## src/hdl/wsfd_pkg.sv

```systemverilog
`timescale 1ns / 1ps
// ---------------------------------------------------------------------------
// wsfd_pkg
// Types, codes and constants shared by the frame delimiter modules.
// ---------------------------------------------------------------------------
package wsfd_pkg;

	localparam int HOLD_DEPTH      = 10;
	localparam int HOLD_IDX_W      = 4;
	localparam int REM_W           = 33;
	localparam int CFG_DATA_W      = 32;
	localparam int CFG_ADDR_W      = 3;
	localparam int CMDQ_DEPTH_DEF  = 2;

	localparam logic [CFG_DATA_W-1:0] MAX_FRAME_RESET = 32'd65536;
	localparam logic [CFG_ADDR_W-3:0] REG_MAX_FRAME   = 1'b0;

	localparam logic       CMD_DATA   = 1'b0;
	localparam logic       CMD_EOF    = 1'b1;
	localparam logic [6:0] LEN16_CODE = 7'd126;
	localparam logic [6:0] LEN64_CODE = 7'd127;
	localparam logic [3:0] BASE_HDR   = 4'd2;
	localparam logic [3:0] EXT16_LEN  = 4'd2;
	localparam logic [3:0] EXT64_LEN  = 4'd8;
	localparam logic [3:0] MASK_LEN   = 4'd4;

	typedef enum logic [1:0] {
		KIND_BYTE      = 2'd0,
		KIND_TOO_LARGE = 2'd1,
		KIND_EOF       = 2'd2
	} kind_t;

	typedef enum logic {
		PH_HUNT = 1'b0,
		PH_PASS = 1'b1
	} phase_t;

	typedef struct packed {
		logic       command;
		logic [7:0] data_byte;
	} item_t;

	typedef struct packed {
		kind_t      result_kind;
		logic [7:0] frame_byte;
		logic       frame_end;
		logic       run_last;
	} result_t;

	typedef logic [HOLD_DEPTH-1:0][7:0] hdr_t;

	// one queue entry: a single result, or a release of held header bytes
	typedef struct packed {
		logic                  is_release;
		kind_t                 kind;
		logic [7:0]            data_byte;
		logic                  end_flag;
		logic [HOLD_IDX_W-1:0] cnt;
		hdr_t                  hdr;
	} cmd_t;

endpackage

```

## src/hdl/websocket_frame_delimiter.sv

```systemverilog
`timescale 1ns / 1ps
// ---------------------------------------------------------------------------
// websocket_frame_delimiter
// Cuts a received byte stream into whole frames by their length prefix.
// ---------------------------------------------------------------------------
// path: an accepted item's first result passes the command queue, then the back part's output register
// throughput: one item per cycle; a header release is stepped out byte by byte in the back,
//   the front keeps taking items until the command queue (CMDQ_DEPTH entries) fills
// reset: asynchronous, clears phase, counts, halt and queue; limit returns to 65536;
//   held header bytes are undefined and need no clearing pass
module websocket_frame_delimiter #(
	parameter int CMDQ_DEPTH = wsfd_pkg::CMDQ_DEPTH_DEF
) (
	input  logic                            clk,
	input  logic                            arst_n,
	input  logic                            push,
	output logic                            full,
	input  wsfd_pkg::item_t                 item,
	output logic                            empty,
	input  logic                            pop,
	output wsfd_pkg::result_t               result,
	input  logic                            psel,
	input  logic                            penable,
	input  logic                            pwrite,
	input  logic [wsfd_pkg::CFG_ADDR_W-1:0] paddr,
	input  logic [wsfd_pkg::CFG_DATA_W-1:0] pwdata,
	output logic [wsfd_pkg::CFG_DATA_W-1:0] prdata,
	output logic                            pready
);
	import wsfd_pkg::*;

	logic [CFG_DATA_W-1:0] max_frame_q;
	logic                  reg_hit;
	logic                  cmd_push;
	logic                  cmd_full;
	cmd_t                  cmd;
	cmd_t                  head;
	logic                  head_empty;
	logic                  head_pop;

	assign pready  = 1'b1;
	assign reg_hit = (paddr[CFG_ADDR_W-1:2] == REG_MAX_FRAME);
	assign prdata  = reg_hit ? max_frame_q : '0;

	always_ff @(posedge clk or negedge arst_n) begin
		if (!arst_n) begin
			max_frame_q <= MAX_FRAME_RESET;
		end else if (psel && penable && pwrite && pready && reg_hit) begin
			max_frame_q <= pwdata;
		end
	end

	wsfd_front u_front (
		.clk             (clk),
		.arst_n          (arst_n),
		.push            (push),
		.full            (full),
		.item            (item),
		.max_frame_bytes (max_frame_q),
		.cmd_push        (cmd_push),
		.cmd_full        (cmd_full),
		.cmd             (cmd)
	);

	wsfd_cmdq #(
		.DEPTH (CMDQ_DEPTH)
	) u_cmdq (
		.clk    (clk),
		.arst_n (arst_n),
		.wr     (cmd_push),
		.wdata  (cmd),
		.full   (cmd_full),
		.rd     (head_pop),
		.rdata  (head),
		.empty  (head_empty)
	);

	wsfd_back u_back (
		.clk        (clk),
		.arst_n     (arst_n),
		.head       (head),
		.head_empty (head_empty),
		.head_pop   (head_pop),
		.empty      (empty),
		.pop        (pop),
		.result     (result)
	);

endmodule

```

## src/hdl/wsfd_front.sv

```systemverilog
`timescale 1ns / 1ps
// ---------------------------------------------------------------------------
// wsfd_front
// Accepts items, gathers the header, works out the frame length and
// queues single results or header release bursts.
// ---------------------------------------------------------------------------
module wsfd_front (
	input  logic                            clk,
	input  logic                            arst_n,
	input  logic                            push,
	output logic                            full,
	input  wsfd_pkg::item_t                 item,
	input  logic [wsfd_pkg::CFG_DATA_W-1:0] max_frame_bytes,
	output logic                            cmd_push,
	input  logic                            cmd_full,
	output wsfd_pkg::cmd_t                  cmd
);
	import wsfd_pkg::*;

	hdr_t                  hdr_q;
	logic [HOLD_IDX_W-1:0] held_q;
	logic [REM_W-1:0]      rem_q;
	phase_t                phase_q;
	logic                  halted_q;

	hdr_t                  hdr_n;
	logic [HOLD_IDX_W-1:0] idx;
	logic [HOLD_IDX_W-1:0] cnt;
	logic [HOLD_IDX_W-1:0] ext;
	logic [6:0]            len7;
	logic [31:0]           pay;
	logic                  sat;
	logic                  known;
	logic [REM_W-1:0]      total;
	logic [REM_W-1:0]      rem_dec;
	logic                  take;
	logic                  hdr_wr;

	logic [HOLD_IDX_W-1:0] held_d;
	logic [REM_W-1:0]      rem_d;
	phase_t                phase_d;
	logic                  halted_d;

	assign full = cmd_full;
	assign take = push && !cmd_full;

	// header as it stands with the new byte in place
	always_comb begin
		idx = (held_q >= HOLD_IDX_W'(HOLD_DEPTH)) ? '0 : held_q;
		cnt = idx + 1'b1;
		hdr_n = hdr_q;
		hdr_n[idx] = item.data_byte;
		len7 = hdr_n[1][6:0];
		if (len7 == LEN16_CODE) begin
			ext = EXT16_LEN;
			pay = {16'd0, hdr_n[2], hdr_n[3]};
		end else if (len7 == LEN64_CODE) begin
			ext = EXT64_LEN;
			pay = {hdr_n[6], hdr_n[7], hdr_n[8], hdr_n[9]};
		end else begin
			ext = '0;
			pay = {25'd0, len7};
		end
		sat = (len7 == LEN64_CODE) && (|{hdr_n[2], hdr_n[3], hdr_n[4], hdr_n[5]});
		known = (cnt >= BASE_HDR) && (cnt >= BASE_HDR + ext);
		total = REM_W'(BASE_HDR) + REM_W'(ext) + (hdr_n[1][7] ? REM_W'(MASK_LEN) : '0)
			+ REM_W'(pay);
		rem_dec = rem_q - 1'b1;
	end

	always_comb begin
		held_d   = held_q;
		rem_d    = rem_q;
		phase_d  = phase_q;
		halted_d = halted_q;
		hdr_wr   = 1'b0;
		cmd_push = 1'b0;
		cmd            = '0;
		cmd.is_release = 1'b0;
		cmd.kind       = KIND_BYTE;
		cmd.cnt        = cnt;
		cmd.hdr        = hdr_n;
		if (take && !halted_q) begin
			if (item.command == CMD_EOF) begin
				cmd_push = 1'b1;
				cmd.kind = KIND_EOF;
				held_d   = '0;
				rem_d    = '0;
				phase_d  = PH_HUNT;
			end else begin
				case (phase_q)
					PH_PASS: begin
						cmd_push      = 1'b1;
						cmd.data_byte = item.data_byte;
						cmd.end_flag  = (rem_dec == '0);
						rem_d         = rem_dec;
						if (rem_dec == '0) begin
							phase_d = PH_HUNT;
						end
					end
					default: begin
						hdr_wr = 1'b1;
						if ((known && (sat || total > {1'b0, max_frame_bytes}))
							|| (!known && 32'(cnt) >= max_frame_bytes)) begin
							cmd_push = 1'b1;
							cmd.kind = KIND_TOO_LARGE;
							halted_d = 1'b1;
							held_d   = '0;
							rem_d    = '0;
							phase_d  = PH_HUNT;
						end else if (!known) begin
							held_d = cnt;
						end else begin
							cmd_push       = 1'b1;
							cmd.is_release = 1'b1;
							held_d         = '0;
							if (total <= REM_W'(cnt)) begin
								cmd.end_flag = 1'b1;
								rem_d        = '0;
								phase_d      = PH_HUNT;
							end else begin
								rem_d   = total - REM_W'(cnt);
								phase_d = PH_PASS;
							end
						end
					end
				endcase
			end
		end
	end

	always_ff @(posedge clk or negedge arst_n) begin
		if (!arst_n) begin
			phase_q  <= PH_HUNT;
			held_q   <= '0;
			rem_q    <= '0;
			halted_q <= 1'b0;
		end else begin
			phase_q  <= phase_d;
			held_q   <= held_d;
			rem_q    <= rem_d;
			halted_q <= halted_d;
		end
	end

	always_ff @(posedge clk) begin
		if (hdr_wr) begin
			hdr_q[idx] <= item.data_byte;
		end
	end

	a_halt_sticks: assert property (@(posedge clk) disable iff (!arst_n)
		halted_q |=> halted_q)
		else $error("halt released without reset");

	a_pass_has_count: assert property (@(posedge clk) disable iff (!arst_n)
		(phase_q == PH_PASS) |-> (rem_q != '0))
		else $error("passing frame bytes with nothing left");

	a_halt_quiet: assert property (@(posedge clk) disable iff (!arst_n)
		halted_q |-> !cmd_push)
		else $error("result queued while halted");

endmodule

```

## src/hdl/wsfd_cmdq.sv

```systemverilog
`timescale 1ns / 1ps
// ---------------------------------------------------------------------------
// wsfd_cmdq
// Short queue of commands between the front and back parts.
// ---------------------------------------------------------------------------
module wsfd_cmdq #(
	parameter int DEPTH = wsfd_pkg::CMDQ_DEPTH_DEF
) (
	input  logic           clk,
	input  logic           arst_n,
	input  logic           wr,
	input  wsfd_pkg::cmd_t wdata,
	output logic           full,
	input  logic           rd,
	output wsfd_pkg::cmd_t rdata,
	output logic           empty
);
	import wsfd_pkg::*;

	localparam int PW = (DEPTH > 1) ? $clog2(DEPTH) : 1;
	localparam int CW = $clog2(DEPTH + 1);

	cmd_t          mem_q [DEPTH];
	logic [PW-1:0] wr_ptr_q;
	logic [PW-1:0] rd_ptr_q;
	logic [CW-1:0] count_q;
	logic          do_wr;
	logic          do_rd;

	assign full  = (count_q == CW'(DEPTH));
	assign empty = (count_q == '0);
	assign do_wr = wr && !full;
	assign do_rd = rd && !empty;
	assign rdata = mem_q[rd_ptr_q];

	always_ff @(posedge clk or negedge arst_n) begin
		if (!arst_n) begin
			wr_ptr_q <= '0;
			rd_ptr_q <= '0;
			count_q  <= '0;
		end else begin
			if (do_wr) begin
				wr_ptr_q <= (wr_ptr_q == PW'(DEPTH - 1)) ? '0 : wr_ptr_q + 1'b1;
			end
			if (do_rd) begin
				rd_ptr_q <= (rd_ptr_q == PW'(DEPTH - 1)) ? '0 : rd_ptr_q + 1'b1;
			end
			if (do_wr && !do_rd) begin
				count_q <= count_q + 1'b1;
			end else if (do_rd && !do_wr) begin
				count_q <= count_q - 1'b1;
			end
		end
	end

	always_ff @(posedge clk) begin
		if (do_wr) begin
			mem_q[wr_ptr_q] <= wdata;
		end
	end

	a_no_overflow: assert property (@(posedge clk) disable iff (!arst_n)
		!(wr && full))
		else $error("command queue written while full");

	a_count_bound: assert property (@(posedge clk) disable iff (!arst_n)
		count_q <= CW'(DEPTH))
		else $error("command queue count out of range");

endmodule

```

## src/hdl/wsfd_back.sv

```systemverilog
`timescale 1ns / 1ps
// ---------------------------------------------------------------------------
// wsfd_back
// Turns queued commands into results, stepping through header releases
// one byte a cycle while results are taken, into an output register.
// ---------------------------------------------------------------------------
module wsfd_back (
	input  logic              clk,
	input  logic              arst_n,
	input  wsfd_pkg::cmd_t    head,
	input  logic              head_empty,
	output logic              head_pop,
	output logic              empty,
	input  logic              pop,
	output wsfd_pkg::result_t result
);
	import wsfd_pkg::*;

	logic [HOLD_IDX_W-1:0] idx_q;
	logic                  valid_q;
	result_t               out_q;

	logic                  load;
	logic                  last;
	result_t               next_res;

	assign empty  = !valid_q;
	assign result = out_q;
	assign load   = (!valid_q || pop) && !head_empty;
	assign last   = (idx_q == head.cnt - 1'b1);

	always_comb begin
		next_res = '0;
		if (head.is_release) begin
			next_res.result_kind = KIND_BYTE;
			next_res.frame_byte  = head.hdr[idx_q];
			next_res.frame_end   = last && head.end_flag;
			next_res.run_last    = last;
			head_pop             = load && last;
		end else begin
			next_res.result_kind = head.kind;
			next_res.frame_byte  = head.data_byte;
			next_res.frame_end   = head.end_flag;
			next_res.run_last    = 1'b1;
			head_pop             = load;
		end
	end

	always_ff @(posedge clk or negedge arst_n) begin
		if (!arst_n) begin
			valid_q <= 1'b0;
			idx_q   <= '0;
		end else begin
			if (load) begin
				valid_q <= 1'b1;
				idx_q   <= (head.is_release && !last) ? idx_q + 1'b1 : '0;
			end else if (pop) begin
				valid_q <= 1'b0;
			end
		end
	end

	always_ff @(posedge clk) begin
		if (load) begin
			out_q <= next_res;
		end
	end

	a_end_only_bytes: assert property (@(posedge clk) disable iff (!arst_n)
		(valid_q && out_q.frame_end) |-> (out_q.result_kind == KIND_BYTE && out_q.run_last))
		else $error("frame end flagged on a non-byte or mid-burst result");

	a_held_result: assert property (@(posedge clk) disable iff (!arst_n)
		(valid_q && !pop) |=> (valid_q && $stable(out_q)))
		else $error("waiting result changed before it was taken");

endmodule
```

## config.mk

```make
export PLATFORM = sky130hd
export DESIGN_NAME = websocket_frame_delimiter
export DESIGN_NICKNAME = d
export VERILOG_FILES = /design/src/hdl/wsfd_pkg.sv /design/src/hdl/websocket_frame_delimiter.sv /design/src/hdl/wsfd_front.sv /design/src/hdl/wsfd_cmdq.sv /design/src/hdl/wsfd_back.sv
export SDC_FILE = /design/constraint.sdc
export NUM_CORES = 1
export LEC_CHECK = 0
export ABC_AREA = 1
export ABC_CLOCK_PERIOD_IN_PS = 11300
export BUFFER_PORTS_ARGS = -buffer_cell sky130_fd_sc_hd__buf_4
export CORE_MARGIN = 1
export CORE_UTILIZATION = 55
export DETAILED_ROUTE_END_ITERATION = 6
export PLACE_DENSITY_LB_ADDON = 0.3
export SYNTH_ARGS = -nofsm -noshare
export SYNTH_HDL_FRONTEND = slang
export SYNTH_SLANG_ARGS = --single-unit
export TNS_END_PERCENT = 5
```

## constraint.sdc

```tcl
create_clock -name clk -period 11.3 [get_ports clk]
set_input_delay 3.39 -clock clk [delete_from_list [all_inputs] [get_ports clk]]
set_output_delay 3.39 -clock clk [all_outputs]
set_load 0.01 [all_outputs]
```

==> metrics.md, run 1 <==
| Metric | Value |
|---|---|
| CP required | 11,740 ps |
| Reg clk slew, reported paths | 60 ps |
| CTS Sinks | 364 |
| Row count | around 70 |
| Largest stage delay, worst path | 690 ps |
| Largest delay share family, worst path | simple AND/OR/NAND/NOR gates |
| 1st-pass router iterations | 7 |
| Detailed-placement wirelength estimate | 38,900 um |
| Number of flops mapped to enable cells by yosys | 284 |
| TNS Setup | 0 ps |
| Total power | 5.68 mW |
| Leak pwr | 9.63 nW |
| CTS H-Tree Depth | 2 |
| Die height | between 150 and 200 um |
| Drt total wl | 54,800 um |
| Gr busiest metal | met2 |
| Via count | 16,400 |
| Starting density of the core | 56.1% |
| Inserted Diodes | 0 |
| Tightest Pin Transition | 1120 ps |
| Max VDD drop | around 0.00014 V |
| Total GRT Usage | 30.5% |
| Wire length per cell | roughly 20 um |
| Cells after Synth | 2,248 |
| CTS resizes | 0 |
| Inst Count DP | between 2,000 and 3,000 |
| Relative slew slack | 24.5% |
| Hold slack | 475 ps |
| Max Freq | approximately 110 MHz |
| Core Footprint | 35,700 um2 |
| Area grow syn2layout | 11.6% |
| Startpoint types | input pin |
| Synth Flop Type | edfxtp_1 |
| Register area share after synthesis | about 53% |
| Port Buf Inserts | 94 |
| Run status | finished, violations left |
| WP data arrival | around 9800 ps |
| Min Tclk post-route | 9370 ps |
| # Max-Cap Violations | 0 |
| Final setup viols | 0 |
| Crit share post-route | 82.9% |
| Worst setup EP type | register |
| CTS hold repair buffers | 0 |
| DRT iter0 DRCs | around 1,700 |
| TritonCTS buffer count | 39 |
| Syn_area_per_cell | 8.89 um2 |
| Chip width | 193 um |
| Root Driver | clkbuf_16 |
| CTS tree | done |
| Ratio of cells with drive above 1 in the final layout | between 10% and 20% |
| Worst path most repeated cell | nand2_1 |
| RSZ-0062 raised after global routing | false |
| M2 GR Usage | 48.6% |
| Largest net degree at the start of global routing | 75 |
| FF+latch count, synth | 364 |
| Clk Latency, worst-skew pair | 560 ps |
| Classification of the worst setup path | in2reg |
| Initial antenna violation count | 0 |
| Placer Congestion | 0.927 |
| Pwr Density | 255 nW/um2 |
| Bufs and invs on worst path | 6 |
| Max-slew violations | 0 |
| DRC | 12 |
| Hold Path Class | reg2reg |
| Antenna viol nets, final | 0 |
| Failing checks | DRC |
| # nets final | 2,427 |
| Layout Cells excl Fill | 2,806 |
| Net Count, Synth | around 2,400 |
| Vias per cell | 5.83 |
| Yosys warns | 0 |
| Vias in the first global route | 15,500 |
| Grt total ovfl | 0 |
| Synthesized area | 20,000 um2 |
| Deepest clock path buffer count | 3 |
| Postcts setup bufs | 0 |
| First-pass GRT wire length | 85,800 um |
| Final-report hold violation count | 0 |
| Met1 Use GR | between 40% and 50% |
| Post-synthesis cell type count | 54 |
| I/O pins | 98 |
| Final worst clock skew | 18.1 ps |
| Ys async rst share | roughly 22% |
| CP max-delay cell | a21oi_4 |
| Crit path max fanout | 33 |
| Die ar. | between 30,000 and 40,000 um2 |
| GR Util met3 | 6.09% |
## through the flow
stage	setup slack, ps	utilization (%)	instance area, um2
5_1_grt	1310	62.6	22300
6_report	1930	62.6	22300
3_3_place_gp	1520	59.0	21100
4_1_cts	2030	62.6	22300
3_5_place_dp	1460	59.0	21100
2_1_floorplan	904	-	20000
## report_power, final
group | internal [mW] | total, mW | switching (mW)
combinational | 0.758 | 2.46 | 1.70
sequential | 1.82 | 1.95 | 0.131
clock | 0.737 | 1.27 | 0.531
total | 3.32 | 5.68 | 2.36
## placed cells by master (no fill, tap or decap), types with 18 or more instances in the layout
cell type,Yosys,routed
ha_1,58,58
xnor2_1,18,18
a21oi_1,92,91
o21ai_1,22,22
buf_4,9,110
nor4_1,23,23
dfrtp_1,79,77
nand4_1,79,79
clkbuf_16,0,39
nand2_1,469,469
nor2_2,29,29
o21ai_0,160,160
nand3_1,103,103
o22ai_1,27,27
nor3_1,24,24
nor2_1,292,289
xor2_1,47,47
inv_2,18,20
nand2_2,25,25
inv_1,209,207
edfxtp_1,284,284
## Yosys cell counts (47+ instances only)
library cell | n | area [um2]
a21oi_1 | 92 | 460
nand2_1 | 469 | 1760
xor2_1 | 47 | 412
ha_1 | 58 | 726
nor2_1 | 292 | 1100
nand3_1 | 103 | 515
edfxtp_1 | 284 | 8530
inv_1 | 209 | 785
clkbuf_1 | 63 | 236
o21ai_0 | 160 | 801
dfrtp_1 | 79 | 1980
nand4_1 | 79 | 494
## worst reg2reg max path, delay by kind of cell, from the launching register on
family	cells	cell delay, ps
adders and majority gates	5	1520
and+or+nand+nor	25	3920
DFF	1	390
AOI/OAI and AO/OA	5	1310
buffers and inverters	6	670
## registers in the layout, summed over array words and instances (netlist names)
register / flops
u_cmdq.mem_q: 192
u_front.hdr_q: 80
u_front.rem_q: 33
max_frame_q: 32
u_back.result: 12
u_back.idx_q: 4
u_front.held_q: 4
u_cmdq.count_q: 2
u_back.valid_q: 1
u_cmdq.rd_ptr_q: 1
u_cmdq.wr_ptr_q: 1
u_front.halted_q: 1
u_front.phase_q: 1
## cell type report
cell class / count / area (um2)
repair buffers: 112 / 866
inverters: 234 / 881
multi-input cells: 1565 / 8200
clock buffers: 47 / 1020
fillers: 2954 / 13300
flip-flops and latches: 364 / 10500
clock inverters: 23 / 239
well taps: 461 / 577
## kinds of logic (layout without fill, tap and decap cells)
| family | after synthesis | in the layout | synth area share, % |
|---|---|---|---|
| AND/OR/NAND/NOR | 1083 | 1083 | 24.2 |
| AO/OA/AOI/OAI | 351 | 351 | 9.68 |
| XOR/XNOR | 67 | 67 | 3.01 |
| flip-flops | 364 | 364 | 52.7 |
| other | 1 | 1 | 0.0188 |
| buffers and inverters | 319 | 416 | 6.46 |
| adder cells (fa/ha/maj) | 60 | 60 | 3.83 |
| multiplexers | 3 | 3 | 0.150 |
## path summary, 6_finish.rpt
kind / from / endpoint / slack (ps) / cells past startpoint
min in group asynchronous: arst_n / u_back.valid_q$_DFFE_PN0P_ / 2640 / 1
worst min register to register: u_front.halted_q$_DFFE_PN0P_ / u_front.halted_q$_DFFE_PN0P_ / 470 / 1
worst max register to register: u_front.held_q[2]$_DFFE_PN0P_ / u_front.halted_q$_DFFE_PN0P_ / 3370 / 41
worst min-delay path: u_front.halted_q$_DFFE_PN0P_ / u_front.halted_q$_DFFE_PN0P_ / 470 / 1
worst max-delay path: item[1] / u_front.halted_q$_DFFE_PN0P_ / 1930 / 37
max in group asynchronous: arst_n / max_frame_q[10]$_DFFE_PN0P_ / 7490 / 2
## metal layers
layer,vias up,routed length [um]
li1,7783,-
met5,-,0
met2,717,25100
met1,7743,23200
met3,122,4770
met4,0,1700
(Power assumes the default switching activity.)
==> run 2, diff against run 1 <==
--- a/config.mk
+++ b/config.mk
@@ -6,7 +6,7 @@
 export NUM_CORES = 1
 export LEC_CHECK = 0
 export ABC_AREA = 1
-export ABC_CLOCK_PERIOD_IN_PS = 11300
+export ABC_CLOCK_PERIOD_IN_PS = 9700
 export BUFFER_PORTS_ARGS = -buffer_cell sky130_fd_sc_hd__buf_4
 export CORE_MARGIN = 1
 export CORE_UTILIZATION = 55
==> constraint.sdc (replaced) <==
create_clock -name clk -period 9.7 [get_ports clk]
set_input_delay 2.91 -clock clk [delete_from_list [all_inputs] [get_ports clk]]
set_output_delay 2.91 -clock clk [all_outputs]
set_load 0.01 [all_outputs]
==> run 2 against run 1 <==
  * The flow still finishes with violations (DRC)
  * Sequential cell count unchanged
  * Sequential power up 18%
  * Sequential share of layout area down 0.11 points
  * Routed wire length about the same
  * Critical endpoint is now u_front.rem_q[17]$_DFFE_PN0P_
  * Largest power group unchanged
==> metrics.md, run 2 (synthesis gave the netlist of run 1 again) <==
| Metric | Value |
|---|---|
| Flop pwr share | 34.7% |
| CP required | 10,200 ps |
| Leak pwr | slightly below 10 nW |
| Postcts setup bufs | 0 |
| Row count | 69 |
| Hold Path Class | reg2reg |
| Min Tclk post-route | ~8400 ps |
| Switch Pwr | between 2 and 3 mW |
| Sink of the worst hold path | u_front.halted_q$_DFFE_PN0P_ |
| Filler cells | ~3,000 |
| CTS Sinks | 364 |
| Area after DPL | approximately 21,000 um2 |
| CTS H-Tree Depth | 2 |
| Hold Path Stages | 1 |
| Chip width | about 190 um |
| Reg clk slew, reported paths | 60 ps |
| Core Footprint | 35,700 um2 |
| Relative slew slack | 29.2% |
| Startpoint types | input pin |
| Gate power share | a little over two fifths |
| Antenna viol nets, final | 0 |
| Worst path most repeated cell | nand2_1 |
| Wire length per cell | 19.5 um |
| Final-report hold violation count | 0 |
| TNS Setup | 0 ps |
| Vias per cell | a little under 6 |
| 1st-pass router iterations | 7 |
| Pwr Density | 297 nW/um2 |
| TritonCTS buffer count | 39 |
| Detailed-placement wirelength estimate | 38,700 um |
| Worst r2r src | u_front.held_q[2]$_DFFE_PN0P_ |
| Most frequent cells in the layout | 469 x nand2_1, 289 x nor2_1, 284 x edfxtp_1 |
| CP max-delay cell | a21oi_4 |
| CTS hold repair buffers | 0 |
| Deepest clock path buffer count | 3 |
| Clk pwr share | 22.4% |
| Top flop regs | u_cmdq.mem_q (192), u_front.hdr_q (80), u_front.rem_q (33) |
| Via count | ~16,000 |
| Run status | finished, violations left |
| Commonest non-fill, non-tap cell in the layout | nand2_1 |
| CTS tree | done |
| Post-Layout Inst Area | 22,400 um2 |
| Worst flop-to-flop path endpoint | u_front.rem_q[17]$_DFFE_PN0P_ |
| DRT iter0 DRCs | 1,692 |
| Switching Share | 41.9% |
| First-pass GRT wire length | 85,200 um |
| Clk Latency, worst-skew pair | 580 ps |
| Int Pwr | about 3.9 mW |
| Worst Min Path Start | u_front.halted_q$_DFFE_PN0P_ |
| Inserted Diodes | 0 |
| Area grow syn2layout | 11.8% |
| CTS resizes | 0 |
| Largest net degree at the start of global routing | 86 |
| Worst setup EP type | register |
| Total GRT Usage | a little under a third |
| Die ar. | approximately 37,000 um2 |
| Ratio of cells with drive above 1 in the final layout | 12.5% |
| Classification of the worst setup path | in2reg |
| Final worst clock skew | 27.3 ps |
| Total power | 6.64 mW |
| Tightest Pin Transition | 1060 ps |
| Die height | a little under 200 um |
| Crit share post-route | 86.3% |
| WP data arrival | ~9000 ps |
| Placer Congestion | 0.957 |
| Slack of the worst reg-to-reg path | 2010 ps |
| # Max-Cap Violations | 0 |
| Max reg flops | 192 |
| Drt total wl | 54,800 um |
| Failing checks | DRC |
| Max Freq | 119 MHz |
| Hold slack | 465 ps |
| Max VDD drop | 0.000180 V |
| Largest stage delay, worst path | 400 ps |
| Max-slew violations | 0 |
| Crit path max fanout | 24 |
| DRC | 7 |
| FF-to-FF path depth | 41 |
| Final setup viols | 0 |
| Port Buf Inserts | 94 |
| I/O pins | 98 |
| Vias in the first global route | 15,400 |
| Initial antenna violation count | 0 |
| Largest register by flop count | u_cmdq.mem_q |
| Root Driver | clkbuf_16 |
| # nets final | 2,429 |
| RSZ-0062 raised after global routing | false |
| Starting density of the core | a little under three fifths |
| Grt total ovfl | 0 |
-- run 2: changes by cell type in the layout (fill, tap and decap cells not counted), sizes merged --
cell      delta
clkinvlp     -3
bufinv       -2
clkinv       -1
inv          +1
buf          +2
clkbuf       +5
-- run 2: layer usage --
layer | GRT usage, % | wire length [um] | part of all wire [%] | up-vias
li1 | - | - | - | 7800
met1 | 42.4 | 23300 | 42 | 7788
met2 | 47.5 | 24900 | 45 | 738
met3 | 4.33 | 4680 | 8.6 | 120
met4 | 11.6 | 1910 | 3.5 | 0
met5 | 0 | 0 | 0 | -
-- run 2: power by group through the flow --
| stage | logic [mW] | registers, mW | clock network [mW] |
|---|---|---|---|
| after global placement | 2.72 | 2.32 | 0 |
| after CTS | 2.80 | 2.30 | 1.50 |
| after floorplan | 1.99 | 2.29 | 0 |
| final | 2.85 | 2.31 | 1.49 |
| after global routing | 3.15 | 2.33 | 1.57 |
| after detailed placement | 2.78 | 2.33 | 0 |
-- run 2: worst max path at each step --
stage / start / end / slack [ps] / cells past startpoint
2_1_floorplan: item[0] / u_cmdq.mem_q[0][0]$_DFFE_PP_ / -180 / 18
3_3_place_gp: item[5] / u_front.rem_q[14]$_DFFE_PN0P_ / 860 / 39
3_5_place_dp: item[5] / u_front.rem_q[17]$_DFFE_PN0P_ / 770 / 39
4_1_cts: item[5] / u_front.rem_q[14]$_DFFE_PN0P_ / 1350 / 39
5_1_grt: item[5] / u_front.rem_q[16]$_DFFE_PN0P_ / 610 / 39
6_report: item[5] / u_front.rem_q[17]$_DFFE_PN0P_ / 1330 / 37
-- run 2: cell type report --
| class | instances | area (um2) | share of cell area, % |
|---|---|---|---|
| clock buffer | 52 | 1080 | 4.81 |
| timing repair buffer | 114 | 893 | 4.00 |
| clock inverter | 18 | 203 | 0.906 |
| inverter | 234 | 881 | 3.94 |
| sequential | 364 | 10500 | 47.1 |
| multi-input combinational | 1565 | 8200 | 36.7 |
| tap | 461 | 577 | 2.58 |
-- run 2: critical path: cells and delay by family --
kind,cells,cell delay (ps)
AOI/OAI and AO/OA,4,880
and+or+nand+nor,23,3120
adders and majority gates,3,950
buffers and inverters,7,980
-- run 2: stage by stage --
| stage | setup slack, ps | utilization (%) | instances |
|---|---|---|---|
| final | 1330 | 62.7 | 2808 |
| after global routing | 606 | 62.7 | 2808 |
| after CTS | 1350 | 62.7 | 2808 |
| after detailed placement | 768 | 59.1 | 2738 |
| after global placement | 862 | 59.1 | 2738 |
| after floorplan | -185 | - | 2248 |
